$ cat config.mk
export PLATFORM = sky130hd
export DESIGN_NAME = sum_checked_frame_deframer_core_flat
export DESIGN_NICKNAME = d
export VERILOG_FILES = /design/src/hdl/scfd_pkg.sv /design/src/hdl/scfd_byte_if.sv /design/src/hdl/scfd_rec_if.sv /design/src/hdl/sum_checked_frame_deframer_core.sv /design/src/flat_wrapper.sv
export SDC_FILE = /design/constraint.sdc
export NUM_CORES = 1
export LEC_CHECK = 0
export BUFFER_PORTS_ARGS = -buffer_cell sky130_fd_sc_hd__buf_2
export CAP_MARGIN = 30
export CORE_MARGIN = 1.5
export CORE_UTILIZATION = 55
export CTS_BUF_LIST = sky130_fd_sc_hd__clkbuf_8
export DETAILED_ROUTE_END_ITERATION = 10
export PLACE_DENSITY = 0.79
export SLEW_MARGIN = 10
export SYNTH_ARGS = -nofsm -noshare
export SYNTH_HDL_FRONTEND = slang
export SYNTH_SLANG_ARGS = --single-unit
$ cat constraint.sdc
create_clock -name clk -period 6.1 [get_ports clk]
set_clock_uncertainty 0.1 [all_clocks]
set_input_delay 1.22 -clock clk [delete_from_list [all_inputs] [get_ports clk]]
set_output_delay 1.22 -clock clk [all_outputs]
set_load 0.005 [all_outputs]
$ cat src/hdl/scfd_pkg.sv
`timescale 1ns / 1ps
// ----------------------------------------------------------------------------
// scfd_pkg
// Shared types and constants of the sum-checked frame deframer.
// ----------------------------------------------------------------------------
package scfd_pkg;

  // configuration port
  localparam int unsigned ADDR_W = 3;
  localparam logic [ADDR_W-3:0] REG_MAX_PAYLOAD_LEN = 1'd0;
  localparam logic [23:0] MAX_PAYLOAD_LEN_RST = 24'd65536;

  // framing
  localparam logic [7:0]  MARKER_LO    = 8'hFF;
  localparam logic [7:0]  MARKER_HI    = 8'hFE;
  localparam logic [31:0] LEN_OVERHEAD = 32'd6;

  // record kinds
  localparam logic [1:0] REC_HEADER = 2'd0;
  localparam logic [1:0] REC_DATA   = 2'd1;
  localparam logic [1:0] REC_END    = 2'd2;

  // end-of-frame status
  localparam logic [1:0] ST_GOOD   = 2'd0;
  localparam logic [1:0] ST_BADSUM = 2'd1;
  localparam logic [1:0] ST_BADLEN = 2'd2;

  typedef struct packed {
    logic [1:0]  record_kind;
    logic [15:0] command_code;
    logic [23:0] payload_count;
    logic [7:0]  payload_byte;
    logic        payload_last;
    logic [1:0]  frame_status;
  } rec_t;

endpackage

$ cat src/hdl/scfd_byte_if.sv
`timescale 1ns / 1ps
// ----------------------------------------------------------------------------
// scfd_byte_if
// Received byte stream channel, valid/ready handshake.
// ----------------------------------------------------------------------------
interface scfd_byte_if;
  logic       valid;
  logic       ready;
  logic [7:0] rx_byte;

  modport source (output valid, output rx_byte, input ready);
  modport sink (input valid, input rx_byte, output ready);
endinterface

$ cat src/hdl/scfd_rec_if.sv
`timescale 1ns / 1ps
// ----------------------------------------------------------------------------
// scfd_rec_if
// Deframed record channel, valid/ready handshake.
// ----------------------------------------------------------------------------
interface scfd_rec_if;
  logic        valid;
  logic        ready;
  logic [1:0]  record_kind;
  logic [15:0] command_code;
  logic [23:0] payload_count;
  logic [7:0]  payload_byte;
  logic        payload_last;
  logic [1:0]  frame_status;

  modport source (
    output valid, output record_kind, output command_code, output payload_count,
    output payload_byte, output payload_last, output frame_status, input ready
  );
  modport sink (
    input valid, input record_kind, input command_code, input payload_count,
    input payload_byte, input payload_last, input frame_status, output ready
  );
endinterface

$ cat src/hdl/sum_checked_frame_deframer_core.sv
`timescale 1ns / 1ps
// ----------------------------------------------------------------------------
// sum_checked_frame_deframer_core
// Parses FF FE marked, length prefixed frames with an additive checksum.
// ----------------------------------------------------------------------------
// Takes one byte per clock whenever input ready is high, with no gaps between
// frames. Each byte updates the parser state in the cycle it is accepted; a
// record it produces (header, payload byte or end of frame) is registered into
// the output word register, or into the skid stage while the output register
// holds a word not yet taken. The one-word skid stage keeps input ready
// independent of out_if.ready; input ready drops only while both hold a
// word. max_payload_len is sampled when the fourth length byte arrives.
module sum_checked_frame_deframer_core #(
  parameter int unsigned COUNT_WIDTH = 24
) (
  input  logic                            clk,
  input  logic                            rst_n,
  scfd_byte_if.sink                       in_if,
  scfd_rec_if.source                      out_if,
  input  logic                            psel,
  input  logic                            penable,
  input  logic                            pwrite,
  input  logic [scfd_pkg::ADDR_W-1:0]     paddr,
  input  logic [31:0]                     pwdata,
  output logic [31:0]                     prdata,
  output logic                            pready
);

  localparam logic [2:0] PH_HUNT = 3'd0;
  localparam logic [2:0] PH_LEN  = 3'd1;
  localparam logic [2:0] PH_CMD  = 3'd2;
  localparam logic [2:0] PH_DATA = 3'd3;
  localparam logic [2:0] PH_SUM  = 3'd4;

  // config register
  logic [23:0] max_len_r;
  logic        reg_sel;
  logic        cfg_wr;

  assign pready  = 1'b1;
  assign reg_sel = (paddr[scfd_pkg::ADDR_W-1:2] == scfd_pkg::REG_MAX_PAYLOAD_LEN);
  assign cfg_wr  = psel && penable && pwrite && pready && reg_sel;
  assign prdata  = reg_sel ? {8'd0, max_len_r} : 32'd0;

  always_ff @(posedge clk) begin
    if (!rst_n) begin
      max_len_r <= scfd_pkg::MAX_PAYLOAD_LEN_RST;
    end else if (cfg_wr) begin
      max_len_r <= pwdata[23:0];
    end
  end

  // parser state
  logic [2:0]             phase_r, phase_nxt;
  logic                   saw_ff_r, saw_ff_nxt;
  logic [1:0]             idx_r, idx_nxt;
  logic [23:0]            len_r, len_nxt;
  logic [7:0]             cmd_lo_r, cmd_lo_nxt;
  logic [COUNT_WIDTH-1:0] rem_r, rem_nxt;
  logic [31:0]            sum_r, sum_nxt;
  logic [23:0]            rsum_r, rsum_nxt;

  logic                   accept;
  logic [7:0]             b;
  logic [31:0]            len_full;
  logic [31:0]            pay_len;
  logic                   len_bad;
  logic [COUNT_WIDTH-1:0] rem_dec;
  logic [31:0]            rem_ext;
  logic [31:0]            rsum_full;
  logic                   push;
  scfd_pkg::rec_t         push_rec;

  assign accept    = in_if.valid && in_if.ready;
  assign b         = in_if.rx_byte;
  assign len_full  = {b, len_r};
  assign pay_len   = len_full - scfd_pkg::LEN_OVERHEAD;
  assign len_bad   = (len_full < scfd_pkg::LEN_OVERHEAD) ||
                     (pay_len > {8'd0, max_len_r}) ||
                     ((64'(pay_len) >> COUNT_WIDTH) != 64'd0);
  assign rem_dec   = rem_r - COUNT_WIDTH'(1);
  assign rem_ext   = 32'(rem_r);
  assign rsum_full = {b, rsum_r};

  always_comb begin
    phase_nxt  = phase_r;
    saw_ff_nxt = saw_ff_r;
    idx_nxt    = idx_r;
    len_nxt    = len_r;
    cmd_lo_nxt = cmd_lo_r;
    rem_nxt    = rem_r;
    sum_nxt    = sum_r;
    rsum_nxt   = rsum_r;
    push       = 1'b0;
    push_rec   = '0;
    case (phase_r)
      PH_LEN: begin
        case (idx_r)
          2'd0:    len_nxt[7:0]   = b;
          2'd1:    len_nxt[15:8]  = b;
          2'd2:    len_nxt[23:16] = b;
          default: len_nxt        = len_r;
        endcase
        if (idx_r != 2'd3) begin
          idx_nxt = idx_r + 2'd1;
        end else begin
          idx_nxt = 2'd0;
          if (len_bad) begin
            phase_nxt              = PH_HUNT;
            saw_ff_nxt             = 1'b0;
            push                   = 1'b1;
            push_rec.record_kind   = scfd_pkg::REC_END;
            push_rec.frame_status  = scfd_pkg::ST_BADLEN;
          end else begin
            rem_nxt   = pay_len[COUNT_WIDTH-1:0];
            phase_nxt = PH_CMD;
          end
        end
      end
      PH_CMD: begin
        if (idx_r == 2'd0) begin
          cmd_lo_nxt = b;
          idx_nxt    = 2'd1;
        end else begin
          idx_nxt                = 2'd0;
          sum_nxt                = 32'd0;
          phase_nxt              = (rem_r == '0) ? PH_SUM : PH_DATA;
          push                   = 1'b1;
          push_rec.record_kind   = scfd_pkg::REC_HEADER;
          push_rec.command_code  = {b, cmd_lo_r};
          push_rec.payload_count = rem_ext[23:0];
        end
      end
      PH_DATA: begin
        sum_nxt               = sum_r + 32'(b);
        rem_nxt               = rem_dec;
        push                  = 1'b1;
        push_rec.record_kind  = scfd_pkg::REC_DATA;
        push_rec.payload_byte = b;
        push_rec.payload_last = (rem_dec == '0);
        if (rem_dec == '0) begin
          phase_nxt = PH_SUM;
          idx_nxt   = 2'd0;
        end
      end
      PH_SUM: begin
        case (idx_r)
          2'd0:    rsum_nxt[7:0]   = b;
          2'd1:    rsum_nxt[15:8]  = b;
          2'd2:    rsum_nxt[23:16] = b;
          default: rsum_nxt        = rsum_r;
        endcase
        if (idx_r != 2'd3) begin
          idx_nxt = idx_r + 2'd1;
        end else begin
          phase_nxt             = PH_HUNT;
          saw_ff_nxt            = 1'b0;
          idx_nxt               = 2'd0;
          push                  = 1'b1;
          push_rec.record_kind  = scfd_pkg::REC_END;
          push_rec.frame_status = (rsum_full == sum_r) ? scfd_pkg::ST_GOOD
                                                       : scfd_pkg::ST_BADSUM;
        end
      end
      default: begin
        if (saw_ff_r && (b == scfd_pkg::MARKER_HI)) begin
          phase_nxt  = PH_LEN;
          saw_ff_nxt = 1'b0;
          idx_nxt    = 2'd0;
        end else begin
          phase_nxt  = PH_HUNT;
          saw_ff_nxt = (b == scfd_pkg::MARKER_LO);
        end
      end
    endcase
  end

  always_ff @(posedge clk) begin
    if (!rst_n) begin
      phase_r  <= PH_HUNT;
      saw_ff_r <= 1'b0;
      idx_r    <= 2'd0;
    end else if (accept) begin
      phase_r  <= phase_nxt;
      saw_ff_r <= saw_ff_nxt;
      idx_r    <= idx_nxt;
    end
  end

  always_ff @(posedge clk) begin
    if (accept) begin
      len_r    <= len_nxt;
      cmd_lo_r <= cmd_lo_nxt;
      rem_r    <= rem_nxt;
      sum_r    <= sum_nxt;
      rsum_r   <= rsum_nxt;
    end
  end

  // output word register plus skid stage
  logic           out_v_r;
  logic           skid_v_r;
  scfd_pkg::rec_t out_r;
  scfd_pkg::rec_t skid_r;
  logic           load_out;
  logic           push_acc;

  assign in_if.ready = !skid_v_r;
  assign load_out    = !out_v_r || out_if.ready;
  assign push_acc    = accept && push;

  always_ff @(posedge clk) begin
    if (!rst_n) begin
      out_v_r  <= 1'b0;
      skid_v_r <= 1'b0;
    end else if (load_out) begin
      out_v_r  <= skid_v_r || push_acc;
      skid_v_r <= 1'b0;
    end else if (push_acc) begin
      skid_v_r <= 1'b1;
    end
  end

  always_ff @(posedge clk) begin
    if (load_out) begin
      out_r <= skid_v_r ? skid_r : push_rec;
    end else if (push_acc) begin
      skid_r <= push_rec;
    end
  end

  assign out_if.valid         = out_v_r;
  assign out_if.record_kind   = out_r.record_kind;
  assign out_if.command_code  = out_r.command_code;
  assign out_if.payload_count = out_r.payload_count;
  assign out_if.payload_byte  = out_r.payload_byte;
  assign out_if.payload_last  = out_r.payload_last;
  assign out_if.frame_status  = out_r.frame_status;

  // checks
  a_skid_behind_out: assert property (@(posedge clk) disable iff (!rst_n)
    skid_v_r |-> out_v_r)
    else $error("skid stage holds a word while output register is empty");

  a_last_to_sum: assert property (@(posedge clk) disable iff (!rst_n)
    (accept && (phase_r == PH_DATA) && (rem_r == COUNT_WIDTH'(1))) |=>
      (phase_r == PH_SUM))
    else $error("final payload byte did not move parser to checksum");

  a_data_idx_zero: assert property (@(posedge clk) disable iff (!rst_n)
    (phase_r == PH_DATA) |-> ((idx_r == 2'd0) && (rem_r != '0)))
    else $error("payload phase entered with stale index or zero count");

endmodule
$ cat src/flat_wrapper.sv
// flat-port wrapper written by rule: the top's interface ports become plain ports
module sum_checked_frame_deframer_core_flat 
#(
  parameter int unsigned COUNT_WIDTH = 24
)
  (clk, rst_n, psel, penable, pwrite, paddr, pwdata, prdata, pready, in_if_valid, in_if_rx_byte, in_if_ready, out_if_valid, out_if_record_kind, out_if_command_code, out_if_payload_count, out_if_payload_byte, out_if_payload_last, out_if_frame_status, out_if_ready);
  scfd_byte_if in_if_i ();
  scfd_rec_if out_if_i ();
  input  logic clk;
  input  logic rst_n;
  input  logic psel;
  input  logic penable;
  input  logic pwrite;
  input  logic [scfd_pkg::ADDR_W-1:0] paddr;
  input  logic [31:0] pwdata;
  output logic [31:0] prdata;
  output logic pready;
  input wire logic [$bits(in_if_i.valid)-1:0] in_if_valid;
  input wire logic [$bits(in_if_i.rx_byte)-1:0] in_if_rx_byte;
  output wire logic [$bits(in_if_i.ready)-1:0] in_if_ready;
  output wire logic [$bits(out_if_i.valid)-1:0] out_if_valid;
  output wire logic [$bits(out_if_i.record_kind)-1:0] out_if_record_kind;
  output wire logic [$bits(out_if_i.command_code)-1:0] out_if_command_code;
  output wire logic [$bits(out_if_i.payload_count)-1:0] out_if_payload_count;
  output wire logic [$bits(out_if_i.payload_byte)-1:0] out_if_payload_byte;
  output wire logic [$bits(out_if_i.payload_last)-1:0] out_if_payload_last;
  output wire logic [$bits(out_if_i.frame_status)-1:0] out_if_frame_status;
  input wire logic [$bits(out_if_i.ready)-1:0] out_if_ready;
  assign in_if_i.valid = in_if_valid;
  assign in_if_i.rx_byte = in_if_rx_byte;
  assign in_if_ready = in_if_i.ready;
  assign out_if_valid = out_if_i.valid;
  assign out_if_record_kind = out_if_i.record_kind;
  assign out_if_command_code = out_if_i.command_code;
  assign out_if_payload_count = out_if_i.payload_count;
  assign out_if_payload_byte = out_if_i.payload_byte;
  assign out_if_payload_last = out_if_i.payload_last;
  assign out_if_frame_status = out_if_i.frame_status;
  assign out_if_i.ready = out_if_ready;
  sum_checked_frame_deframer_core #(.COUNT_WIDTH(COUNT_WIDTH)) u_core (.clk(clk), .rst_n(rst_n), .in_if(in_if_i), .out_if(out_if_i), .psel(psel), .penable(penable), .pwrite(pwrite), .paddr(paddr), .pwdata(pwdata), .prdata(prdata), .pready(pready));
endmodule
==> results of run 1 <==
## power by group
group | leakage [nW] | switching [W] | internal, W
Sequential | 2.46 | 0.0000488 | 0.00192
Combinational | 2.48 | 0.000206 | 0.000128
Clock | 0.435 | 0.000642 | 0.000653
Total | 5.38 | 0.000898 | 0.00270
## flip-flops by register name (all words and copies together) (netlist names)
signal	flops
u_core.rsum_r	24
u_core.phase_r	3
u_core.out_if.valid	1
u_core.skid_v_r	1
u_core.rem_r	24
u_core.idx_r	2
u_core.out_if.payload_last	1
u_core.max_len_r	24
u_core.out_if.record_kind	2
u_core.out_if.frame_status	2
u_core.sum_r	32
u_core.skid_r	53
u_core.saw_ff_r	1
u_core.out_if.command_code	16
u_core.cmd_lo_r	8
u_core.out_if.payload_byte	8
u_core.out_if.payload_count	24
u_core.len_r	24
## cell families (layout without fill, tap and decap cells)
kind of cell,count (synthesis),count (layout),share of synthesized area
AO/OA/AOI/OAI,124,124,0.0608
XOR/XNOR,96,96,0.0678
adder cells (fa/ha/maj),40,40,0.0410
buffers and inverters,99,246,0.0328
flip-flops,250,250,0.579
multiplexers,51,51,0.0465
other,2,10,0.000606
AND/OR/NAND/NOR,409,409,0.171
## metrics by stage
stage          hold WS, ps  instances  area, µm²  utilization  power (W)
6_report               353       1506      14000        0.637    0.00359
5_1_grt                370       1506      14000        0.637    0.00374
4_1_cts                354       1504      14000        0.636    0.00362
3_5_place_dp           346       1431      13200        0.603    0.00233
3_3_place_gp           342       1426      13200        0.600    0.00231
2_1_floorplan          336       1078      12400            -    0.00221
## cell type report
class,instances,area [µm²],share of cell area
flip-flops and latches,250,7190,0.513
multi-input cells,729,4850,0.347
diodes,1,2.50,0.000179
well taps,280,350,0.0250
clock buffers,43,592,0.0423
inverters,44,165,0.0118
repair buffers,129,719,0.0514
clock inverters,30,129,0.00921
## worst max-delay path, delay by kind of cell, from the launching register on
| family | cells | cell delay, ps |
|---|---|---|
| adders and majority gates | 1 | 290 |
| AOI/OAI and AO/OA | 4 | 1340 |
| DFF | 1 | 460 |
| buffers and inverters | 1 | 250 |
| and+or+nand+nor | 7 | 2400 |
| xor gates and xnor gates | 1 | 260 |
## layout by cell type, fill, tap and decap left out, types with 23 or more instances in the layout
cell type	count
nor2_1	105
nor3_1	34
a21oi_1	67
ha_1	39
clkbuf_8	43
buf_2	119
edfxtp_1	218
nand4_1	24
nand2_1	93
mux2_2	49
xnor2_1	73
dfxtp_1	32
and2_1	36
xor2_1	23
inv_1	61
## worst min-delay path by stage
| stage | slack [ps] | start | cells past startpoint | to |
|---|---|---|---|---|
| final | 350 | u_core.max_len_r[18]$_SDFFE_PN0P_ | 2 | u_core.max_len_r[18]$_SDFFE_PN0P_ |
| after global routing | 370 | u_core.max_len_r[14]$_SDFFE_PN0P_ | 2 | u_core.max_len_r[14]$_SDFFE_PN0P_ |
| after CTS | 350 | u_core.max_len_r[19]$_SDFFE_PN0P_ | 2 | u_core.max_len_r[19]$_SDFFE_PN0P_ |
| after detailed placement | 350 | u_core.max_len_r[6]$_SDFFE_PN0P_ | 2 | u_core.max_len_r[6]$_SDFFE_PN0P_ |
| after global placement | 340 | u_core.max_len_r[8]$_SDFFE_PN0P_ | 2 | u_core.max_len_r[8]$_SDFFE_PN0P_ |
| after floorplan | 340 | u_core.max_len_r[10]$_SDFFE_PN0P_ | 2 | u_core.max_len_r[10]$_SDFFE_PN0P_ |
## metal layers
metal / wire [µm] / up-vias / GRT usage
li1: - / 4115 / -
met1: 11700 / 3994 / 0.316
met2: 12200 / 357 / 0.359
met3: 1980 / 66 / 0.0476
met4: 769 / 0 / 0.0887
met5: 0 / - / 0
==> flow_summary_export.csv, run 1 <==
group,metric,value,unit
synthesis,seq_area_frac_synth,0.579,
place,dp_hpwl,18.1,mm
timing,fin_ws,720,ps
critical_path,r2r_end,"u_core.skid_r[18]$_DFFE_PP_",
synthesis,synth_top_area_share,0.528,
synthesis,synth_area,12400,µm²
timing,hold_viol,0,
synthesis,synth.most_common_cell,"edfxtp_1",
global_routing,grt_pass1_vias,8404,
global_routing,grt_overflow,0,
detailed_routing,viasPerCell,5.67,
run,cap_viol_max_count,0,
synthesis,synth_top_cell_by_area,"edfxtp_1",
cts,h-tree-depth,2,
cts,cts_made_buffers,41,
synthesis,synth_cells,1071,
critical_path,rrSetupSlack,720,ps
synthesis,synth_edf_count,218,
power,power.leakage,5.38,nW
global_routing,grt_first_pass_wirelength,42.9,mm
critical_path,cp_common_cell,"nor3_1",
synthesis,synth.area.top_cells,"edfxtp_1 (53%), dfxtp_1 (5.2%), xnor2_1 (5.2%)",
detailed_routing,totalWireLength,26.7,mm
status,status,"finished, violations left",
timing,slew_headroom,0.370,
cts,cts_setup_buffers,0,
timing,period_needed,5380,ps
detailed_routing,drtIter0Drc,734,
detailed_routing,first_pass_iters,8,
finish,nets,1285,
place,portBuffers,118,
synthesis,synthTopCellsByCount,"edfxtp_1 (218), nor2_1 (106), nand2_1 (93), xnor2_1 (73), a21oi_1 (67)",
floorplanning,initial_core_util,0.565,
detailed_routing,postRouteAntennaNets,0,
cts,cts-root-buf,"clkbuf_8",
place,pre_cts_slack,770,ps
synthesis,synth.yosys.warnings,0,
cts,cts.repair.resized,0,
cts,worstSkewPairLatency,540,ps
status,violations,"DRC",
finish,drive_gt1_frac,0.202,
synthesis,ys_ff_latch,250,
floorplanning,core-area,22000,µm²
detailed_routing,vias,8532,
cts,cts.path.max_buffers,3,
synthesis,ys_types,67,
timing,fin_crit_sh,0.882,
critical_path,crit_path_max_incr_delay,600,ps
global_routing,grt_antenna_before_repair,1,
timing,rsz0062_at_grt,"false",
synthesis,synth_area_per_cell,11.6,µm²
place,gp_congestion,0.888,
synthesis,async_flop_share,0,
critical_path,worst-path-max-fanout,39,
cts,ctsHoldBuffers,0,
critical_path,startpoint,"u_core.len_r[5]$_DFFE_PP_",
critical_path,end_kind,"flop",
cts,cts_tree,"yes",
floorplanning,core.rowCount,54,
critical_path,r2r-start,"u_core.len_r[5]$_DFFE_PP_",
floorplanning,fp.dieW,153,µm
critical_path,required,6280,ps
timing,max_freq,0.186,GHz
floorplanning,io_pins,138,
critical_path,r2r_cells,14,
timing,finalSetupViolCount,0,
global_routing,grt_max_degree,54,
timing,setup_tns,0,ps
detailed_routing,drcViolationCount,8,
synthesis,synth-main-ff-cell,"edfxtp_1",
finish,area.growth.synth_to_final,12.9,%
critical_path,crit_chain,"or4_1 > nor3_1 > nand3_1 > nor3_1 > nor3b_1 > xor2_1 > ha_1 > and4_1 > a221oi_1 > o2111ai_1 > a211oi_4 > o311ai_0 > and3_2 > buf_12",
global_routing,grt_usage,0.230,
cts,clk_pin_slew,60,ps
critical_path,crit_type,"flop to flop",
cts,cts.sinks,250,
critical_path,critPathCapture,"u_core.skid_r[18]$_DFFE_PP_",
hold_path,min_path_type,"flop to flop",
floorplanning,dieHeight,153,µm
critical_path,cpMaxStageDelayCell,"or4_1",
floorplanning,die_area,23500,µm²
critical_path,crit_arrival,5560,ps
critical_path,start_kind,"flop",
power,powerDensity,257,nW/µm²
timing,tightest_slew,943,ps
timing,drv_slew,0,
finish,nFillCells,1676,
power,peakVddDrop,0.119,mV
detailed_routing,wire_per_inst,17.7,µm
No activity file was read; power rests on OpenSTA's default activity.
==> run 2, diff against run 1 <==
--- a/config.mk
+++ b/config.mk
@@ -8,10 +8,11 @@
 export BUFFER_PORTS_ARGS = -buffer_cell sky130_fd_sc_hd__buf_2
 export CAP_MARGIN = 30
 export CORE_MARGIN = 1.5
-export CORE_UTILIZATION = 55
+export CORE_UTILIZATION = 45
 export CTS_BUF_LIST = sky130_fd_sc_hd__clkbuf_8
 export DETAILED_ROUTE_END_ITERATION = 10
-export PLACE_DENSITY = 0.79
+export PLACE_DENSITY = 0.66
+export SETUP_SLACK_MARGIN = 0.2
 export SLEW_MARGIN = 10
 export SYNTH_ARGS = -nofsm -noshare
 export SYNTH_HDL_FRONTEND = slang
==> flow_summary_export.csv, run 2 (synthesis gave the netlist of run 1 again) <==
group,metric,value,unit
global_routing,grt_max_degree,54,
timing,drv_slew,0,
critical_path,crit_chain,"or4_1 > nor3_1 > nand3_1 > nor3_1 > nor3b_1 > xor2_1 > ha_1 > and4_1 > a221oi_1 > o2111ai_1 > a211oi_4 > o311ai_0 > and3_2 > buf_4",
cts,h-tree-depth,2,
global_routing,grt_usage,0.195,
floorplanning,die_area,28600,µm²
critical_path,rrSetupSlack,620,ps
finish,area.growth.synth_to_final,13.9,%
finish,largest_register,"u_core.skid_r",
floorplanning,fp.dieW,169,µm
timing,max_freq,0.183,GHz
timing,slew_headroom,0.435,
critical_path,crit_arrival,5600,ps
critical_path,crit_path_max_incr_delay,610,ps
cts,cts_made_buffers,42,
critical_path,r2r_cells,14,
power,powerDensity,258,nW/µm²
place,post_dp_cell_area,13300,µm²
cts,cts.sinks,250,
hold_path,whs_path_depth,2,
finish,final_common_cell,"edfxtp_1",
cts,cts_setup_buffers,0,
timing,fin_crit_sh,0.898,
place,dp_hpwl,18.7,mm
global_routing,grt_pass1_vias,8159,
finish,most-common-layout-cells,"edfxtp_1 (218), buf_2 (119), nor2_1 (105)",
global_routing,grt_overflow,0,
cts,cts.repair.resized,0,
critical_path,required,6230,ps
power,peakVddDrop,0.122,mV
critical_path,r2r_end,"u_core.skid_r[15]$_DFFE_PP_",
critical_path,cp_common_cell,"nor3_1",
critical_path,cpMaxStageDelayCell,"or4_1",
timing,setup_tns,0,ps
place,dp.cells,1493,
cts,worstSkewPairLatency,550,ps
status,status,"complete, no violations",
timing,hold_viol,0,
floorplanning,core.rowCount,60,
detailed_routing,postRouteAntennaNets,0,
detailed_routing,drtIter0Drc,794,
floorplanning,core-area,27000,µm²
cts,cts.path.max_buffers,3,
floorplanning,initial_core_util,0.459,
hold_path,hold_path_end,"u_core.max_len_r[20]$_SDFFE_PN0P_",
critical_path,start_kind,"flop",
finish,drive_gt1_frac,0.207,
timing,period_needed,5480,ps
cts,clk_pin_slew,60,ps
critical_path,crit_type,"flop to flop",
power,power.total,0.00365,W
global_routing,grt_antenna_before_repair,1,
finish,fin_area,14100,µm²
floorplanning,io_pins,138,
detailed_routing,vias,8411,
finish,nets,1287,
critical_path,timing.critical_path.buf_inv,1,
place,portBuffers,118,
place,gp_congestion,0.905,
timing,tightest_slew,848,ps
detailed_routing,drcViolationCount,0,
cts,ctsHoldBuffers,0,
critical_path,crit_family,"simple AND/OR/NAND/NOR gates",
hold_path,min_path_type,"flop to flop",
floorplanning,dieHeight,169,µm
cts,cts-root-buf,"clkbuf_8",
hold_path,hold_start,"u_core.max_len_r[20]$_SDFFE_PN0P_",
critical_path,worst-path-max-fanout,43,
finish,reg_top3,"u_core.skid_r (53), u_core.sum_r (32)",
detailed_routing,wire_per_inst,17.5,µm
finish,final_cells,1571,
critical_path,r2r-start,"u_core.len_r[5]$_DFFE_PP_",
finish,largest_register_ff_count,53,
power,power.leakage,5.40,nW
detailed_routing,first_pass_iters,5,
run,cap_viol_max_count,0,
timing,finalSetupViolCount,0,
critical_path,end_kind,"flop",
global_routing,grt_first_pass_wirelength,43.6,mm
detailed_routing,totalWireLength,27.5,mm
cts,cts_tree,"yes",
detailed_routing,viasPerCell,5.35,
timing,rsz0062_at_grt,"false",
-- run 2: cell types whose count changed in the layout (fill, tap and decap cells not counted), sizes merged --
cell / before / now
clkinvlp: 2 / 0
inv: 65 / 60
buf: 129 / 130
clkinv: 7 / 14
clkbuf: 43 / 46
-- run 2: worst register-to-register path, delay by kind of cell (launching register included) --
kind / cells / cell delay (ps)
AND/OR/NAND/NOR: 7 / 2330
AO/OA/AOI/OAI: 4 / 1370
flip-flops: 1 / 460
buffers and inverters: 1 / 330
adder cells (fa/ha/maj): 1 / 280
XOR/XNOR: 1 / 250
-- run 2: layer usage --
| layer | GRT usage | vias up | part of all wire |
|---|---|---|---|
| li1 | - | 4113 | - |
| met5 | 0 | - | 0 |
| met2 | 0.309 | 252 | 0.45 |
| met4 | 0.0546 | 0 | 0.019 |
| met1 | 0.277 | 4005 | 0.47 |
| met3 | 0.0334 | 41 | 0.052 |
-- run 2: power by group --
group | internal [W] | total (W) | leakage [nW] | switching [W]
clock | 0.000696 | 0.00135 | 0.448 | 0.000655
sequential | 0.00192 | 0.00196 | 2.46 | 0.0000479
combinational | 0.000130 | 0.000336 | 2.49 | 0.000207
-- run 2: worst max-delay path by stage --
stage / startpoint / endpoint / slack, ps / cells after the start
floorplan: u_core.len_r[5]$_DFFE_PP_ / u_core.rem_r[0]$_DFFE_PP_ / 390 / 13
global placement: u_core.len_r[5]$_DFFE_PP_ / u_core.skid_r[23]$_DFFE_PP_ / 790 / 14
detailed placement: u_core.len_r[5]$_DFFE_PP_ / u_core.skid_r[23]$_DFFE_PP_ / 730 / 14
CTS: u_core.len_r[5]$_DFFE_PP_ / u_core.skid_r[15]$_DFFE_PP_ / 700 / 14
global route: u_core.len_r[5]$_DFFE_PP_ / u_core.skid_r[15]$_DFFE_PP_ / 250 / 14
finish: u_core.len_r[5]$_DFFE_PP_ / u_core.skid_r[15]$_DFFE_PP_ / 620 / 14
-- run 2: area by class of cell --
cell class / count / area, µm²
multi-input combinational: 729 / 4850
tap: 341 / 427
clock buffer: 46 / 633
timing repair buffer: 130 / 734
fill: 2362 / 12900
antenna: 1 / 2.50
inverter: 44 / 165
sequential: 250 / 7190
clock inverter: 30 / 129
-- run 2: through the flow --
step	hold WS, ps	utilization	setup WS (ps)
after floorplan	336	-	387
after global placement	342	0.491	786
after detailed placement	346	0.494	735
after CTS	354	0.522	700
after global routing	376	0.523	250
final	352	0.523	625
